$ cat src/sv/pwb_pkg.sv
// Shared types, widths and codes for the perspective warp block.
package pwb_pkg;

  localparam int MAX_WIDTH_DEF  = 1024;
  localparam int MAX_HEIGHT_DEF = 1024;
  localparam int CHANNELS_DEF   = 4;

  localparam int COORD_W    = 10;
  localparam int CHAN_W     = 8;
  localparam int CHAN_MAX   = 4;
  localparam int PIX_W      = CHAN_MAX * CHAN_W;
  localparam int DIM_W      = 13;
  localparam int CFG_DIM_W  = 11;
  localparam int FRAC_BITS  = 5;
  localparam int TAB_SIZE   = 32;

  localparam int MCOEF_W    = 32;
  localparam int PROD_W     = 43;
  localparam int SUM_W      = 47;
  localparam int MAGN_W     = 43;
  localparam int NUM_SH     = 19;
  localparam int NUM_W      = MAGN_W + NUM_SH;
  localparam int DEN_W      = 46;
  localparam int CMP_W      = 67;
  localparam int Q_BITS     = 21;
  localparam int V_W        = 22;
  localparam int SX_W       = V_W - FRAC_BITS;
  localparam int SC_W       = SX_W + 1;
  localparam int WGT_W      = 16;
  localparam int ACC_W      = 24;
  localparam int ROUND_HALF = 16384;
  localparam int COEF_SHIFT = 15;
  localparam int FIFO_DEPTH = 4;
  localparam int LANE_LAT   = Q_BITS + 1;

  localparam logic [V_W-1:0] COORD_LIMIT = V_W'(1048576);

  typedef enum logic {
    CMD_LOAD = 1'b0,
    CMD_MAP  = 1'b1
  } cmd_e;

  typedef enum logic [2:0] {
    REG_ROW0  = 3'd0,
    REG_ROW1  = 3'd1,
    REG_OFFS  = 3'd2,
    REG_PERSP = 3'd3,
    REG_WOFF  = 3'd4,
    REG_WIDTH = 3'd5,
    REG_HGT   = 3'd6,
    REG_REPL  = 3'd7
  } reg_e;

  typedef struct packed {
    logic [DIM_W-1:0] wd;
    logic [DIM_W-1:0] ht;
    logic             repl;
  } cfg_t;

  typedef struct packed {
    cmd_e               cmd;
    logic               deg;
    logic [COORD_W-1:0] x;
    logic [COORD_W-1:0] y;
    logic [PIX_W-1:0]   data;
  } side_t;

  typedef struct packed {
    cmd_e                    cmd;
    logic                    deg;
    logic [COORD_W-1:0]      ld_x;
    logic [COORD_W-1:0]      ld_y;
    logic [PIX_W-1:0]        ld_data;
    logic signed [SX_W-1:0]  sx;
    logic signed [SX_W-1:0]  sy;
    logic [3:0][WGT_W-1:0]   wgt;
  } item_t;

  typedef struct packed {
    logic             deg;
    logic [PIX_W-1:0] chans;
  } res_t;

endpackage

$ cat src/sv/pwb_div_lane.sv
// Pipelined restoring divider lane: rounded, saturated source coordinate.
module pwb_div_lane (
  input  logic                               clk_i,
  input  logic                               en_i,
  input  logic [pwb_pkg::NUM_W-1:0]          num_i,
  input  logic [pwb_pkg::DEN_W-1:0]          den_i,
  input  logic                               neg_i,
  input  logic                               sat_i,
  output logic signed [pwb_pkg::V_W-1:0]     v_o
);

  localparam int QB = pwb_pkg::Q_BITS;
  localparam int NW = pwb_pkg::NUM_W;
  localparam int DW = pwb_pkg::DEN_W;
  localparam int CW = pwb_pkg::CMP_W;
  localparam int VW = pwb_pkg::V_W;

  logic [NW-1:0] rem_q [QB];
  logic [QB-1:0] quo_q [QB];
  logic [DW-1:0] den_q [QB];
  logic          neg_q [QB];
  logic          sat_q [QB];

  for (genvar i = 0; i < QB; i++) begin : g_stage
    logic [NW-1:0] rem_in;
    logic [QB-1:0] quo_in;
    logic [DW-1:0] den_in;
    logic          neg_in;
    logic          sat_in;
    logic [CW-1:0] ds;
    logic [CW-1:0] rx;

    if (i == 0) begin : g_first
      assign rem_in = num_i;
      assign quo_in = '0;
      assign den_in = den_i;
      assign neg_in = neg_i;
      assign sat_in = sat_i;
    end else begin : g_next
      assign rem_in = rem_q[i-1];
      assign quo_in = quo_q[i-1];
      assign den_in = den_q[i-1];
      assign neg_in = neg_q[i-1];
      assign sat_in = sat_q[i-1];
    end

    assign ds = CW'(den_in) << (QB - 1 - i);
    assign rx = CW'(rem_in);

    always_ff @(posedge clk_i) begin
      if (en_i) begin
        if (rx >= ds) begin
          rem_q[i] <= NW'(rx - ds);
          quo_q[i] <= quo_in | (QB'(1) << (QB - 1 - i));
        end else begin
          rem_q[i] <= rem_in;
          quo_q[i] <= quo_in;
        end
        den_q[i] <= den_in;
        neg_q[i] <= neg_in;
        sat_q[i] <= sat_in;
      end
    end
  end

  logic [NW:0]   two_r;
  logic [NW:0]   den_x;
  logic          inc;
  logic [VW-1:0] qr;
  logic [VW-1:0] mag;
  logic signed [VW-1:0] v_d, v_q;

  always_comb begin
    two_r = {rem_q[QB-1], 1'b0};
    den_x = (NW+1)'(den_q[QB-1]);
    inc   = (two_r > den_x) || ((two_r == den_x) && quo_q[QB-1][0]);
    qr    = VW'(quo_q[QB-1]) + VW'(inc);
    mag   = (sat_q[QB-1] || (qr > pwb_pkg::COORD_LIMIT)) ? pwb_pkg::COORD_LIMIT : qr;
    v_d   = neg_q[QB-1] ? -$signed(mag) : $signed(mag);
  end

  always_ff @(posedge clk_i) begin
    if (en_i) begin
      v_q <= v_d;
    end
  end

  assign v_o = v_q;

endmodule

$ cat config.mk
export PLATFORM = sky130hd
export DESIGN_NAME = pwb_div_lane
export DESIGN_NICKNAME = d
export VERILOG_FILES = /design/src/sv/pwb_pkg.sv /design/src/sv/pwb_div_lane.sv
export SDC_FILE = /design/constraint.sdc
export NUM_CORES = 2
export LEC_CHECK = 0
export BUFFER_PORTS_ARGS = -buffer_cell sky130_fd_sc_hd__clkbuf_2
export CORE_MARGIN = 5
export CORE_UTILIZATION = 45
export DETAILED_ROUTE_END_ITERATION = 8
export SYNTH_ARGS = -nofsm -noshare
export SYNTH_HDL_FRONTEND = slang
export SYNTH_SLANG_ARGS = --single-unit
$ cat constraint.sdc
create_clock -name clk_i -period 6 [get_ports clk_i]
set_clock_uncertainty 0.2 [all_clocks]
set_input_delay 0.6 -clock clk_i [delete_from_list [all_inputs] [get_ports clk_i]]
set_output_delay 0.6 -clock clk_i [all_outputs]
set_load 0.005 [all_outputs]
==> impl_metrics.json <==
{
  "synth_area_leaders": "edfxtp_1 (53%), ha_1 (8.6%), a21oi_1 (3.8%)",
  "synth_cell_type_count": 97,
  "die_w_microns": 580.2,
  "core-area_sq_mm": 0.3240,
  "synth_area_sq_mm": 0.1463,
  "drc_errors": 0,
  "fin_util_pct": 50.65,
  "gp_congestion": 0.9751,
  "critPathArrivalTime_ns": 6.19,
  "area_delta_synth_final_pct": 12.15,
  "ios": 134,
  "drt-total-wl_mm": 366.7,
  "tightest_slew_ns": 1.449,
  "route.detailed.vias_per_inst": 5.421,
  "setup_tns_ns": 0,
  "setup_violations": 0,
  "layout_min_cycle_time_ns": 5.723,
  "pre_cts_ws_ns": -0.6643,
  "clkTransAtPathRegs_ns": 0.06,
  "cp-start-kind": "register",
  "io_buffers": 133,
  "critPathMaxFanout": 6,
  "post-route-period-util_pct": 95.38,
  "slew_viol_final": 0,
  "grt_antenna_before_repair": 7,
  "grt_max_degree": 162,
  "dp_hpwl_mm": 288.1,
  "worst_skew_pair.late_latency_ns": 0.91,
  "grt_usage_pct": 21.34,
  "async_reset_ff_share_pct": 0,
  "max_freq_ghz": 0.1747,
  "yosysSeqAreaShare_pct": 52.60,
  "hold_slack_ns": 0.2073,
  "die_area_sq_mm": 0.3367,
  "grt_pass1_vias": 102200,
  "ys.flop_type": "edfxtp_1",
  "grt_remaining_overflow": 0,
  "crit_type": "reg -> reg",
  "required_ns": 6.46,
  "cts_tree": "built",
  "cp_slowest_stage_delay_ns": 0.36,
  "synth_nets": 14630,
  "cp-end-kind": "register",
  "dieHeight_microns": 580.2,
  "setup_ws_ns": 0.2771,
  "place_area_sq_mm": 0.1532,
  "layout.cells.most_common_list": "edfxtp_1 (2563), inv_1 (1265), nand2_1 (1119)",
  "layout.nets": 15050,
  "drive_gt1_share_pct": 8.211,
  "clockBufferDepth": 4,
  "cts_max_level": 5,
  "crit_family": "compound AO/OA/AOI/OAI gates",
  "first_iter_violations": 5397,
  "clock-sinks": 2563,
  "ant_nets": 0,
  "yosys.area.top_type": "edfxtp_1",
  "synth-edff-count": 2563,
  "vias": 100100,
  "vdd_drop_max_uv": 242.4,
  "detail_route.wl_per_cell_microns": 19.86,
  "slew_headroom_pct": 2.533,
  "p_leak_nw": 66.04,
  "start_util_pct": 45.16,
  "numCtsBuffers": 301,
  "synth_top_area_share_pct": 52.60,
  "grt_first_pass_wirelength_mm": 567.8,
  "firstDrtPassIters": 6,
  "clock-root-buffer": "clkbuf_16",
  "rows": 209,
  "hp-class": "reg -> reg",
  "syn_avg_cell_area_sq_um": 10.84,
  "synth_warnings": 0,
  "p_per_area_mw_per_mm2": 482.7,
  "final_area_sq_mm": 0.1641,
  "path_buf_inv": 3,
  "drv_cap": 0,
  "synthCells": 13490,
  "hold_viol": 0,
  "final_common_cell": "edfxtp_1",
  "status": "complete, no violations",
  "ys_seq_elements": 2563,
  "slowest_stage": "edfxtp_1"
}
-- where the power goes --
group	total [mW]	switching, mW	leakage (nW)	internal (mW)
clock network	17.8	7.37	4.66	10.5
logic	33.1	19.2	36.5	13.9
registers	28.3	2.53	24.9	25.7
total	79.2	29.1	66.0	50.1
-- cell type report --
class,instances,area [sq um]
repair buffers,473,3860
clock buffers,357,7828
well taps,4325,5411
clock inverters,178,1768
diodes,2,5.005
inverters,1273,4781
flip-flops and latches,2563,76960
fillers,28950,159900
multi-input cells,9296,63500
-- cells in the mapped netlist (all sizes together) (63+ instances only) --
cell type	instances
mux2	199
buf	63
ha	1004
nand3	240
o21bai	128
xnor2	568
nand2	1122
a31oi	108
o21ai	1020
clkbuf	299
edfxtp	2563
inv	1270
xor2	430
a211oi	75
and3	100
nand2b	168
and2	70
nor2	748
nor3	192
a21oi	1104
nand4	177
o31ai	69
nor4	116
nor2b	149
o21a	117
a21o	635
or3	71
-- routing by layer --
metal  global-route usage, %  vias up  wire length, microns
met1                   20.65    47040                127800
met5                       0        -                     0
met4                   14.13        0                 28820
li1                        -    50250                     -
met2                   42.11     1947                199400
met3                   2.388      870                 10650
-- worst paths after layout --
kind                           start                     end  slack, ns  cells past startpoint
min           quo_q[1][75]$_DFFE_PP_  quo_q[1][96]$_DFFE_PP_       0.21                      0
max          den_q[2][216]$_DFFE_PP_       v_o[14]$_DFFE_PP_       0.28                     30
min reg2reg   quo_q[1][75]$_DFFE_PP_  quo_q[1][96]$_DFFE_PP_       0.21                      0
max reg2reg  den_q[2][216]$_DFFE_PP_       v_o[14]$_DFFE_PP_       0.28                     30
-- registers in the layout, indices dropped and copies added (netlist names) --
signal  flops
rem_q    1302
den_q     966
v_o        22
neg_q      21
sat_q      21
quo_q     231
-- worst register-to-register path, delay by kind of cell (launching register included) --
family / cells / cell delay [ns]
adder cells (fa/ha/maj): 4 / 0.77
AO/OA/AOI/OAI: 12 / 2.32
flip-flops: 1 / 0.36
buffers and inverters: 3 / 0.34
AND/OR/NAND/NOR: 11 / 1.53
-- what timing repair did --
item | 4_1_cts | 5_1_grt
setup endpoints to repair | 12 | 16
endpoints found under the hold margin | 152 | 0
pin swaps | 19 | 21
setup buffers | 4 | 4
gates cloned | 0 | 0
gates resized for setup | 26 | 18
hold buffers | 111 | 0
-- through the flow --
step	cells	power [mW]
6_report	18470	79.22
3_3_place_gp	17810	61.40
5_1_grt	18470	84.54
3_5_place_dp	17810	61.49
4_1_cts	18460	79.72
2_1_floorplan	13490	52.18
-- kinds of logic after synthesis --
kind of cell,after synthesis,share of synthesized area (%)
AO/OA/AOI/OAI,3680,15.52
XOR/XNOR,998,5.973
adder cells (fa/ha/maj),1025,8.872
buffers and inverters,1635,4.252
flip-flops,2563,52.60
multiplexers,215,1.641
AND/OR/NAND/NOR,3378,11.15
(Power assumes the default switching activity.)
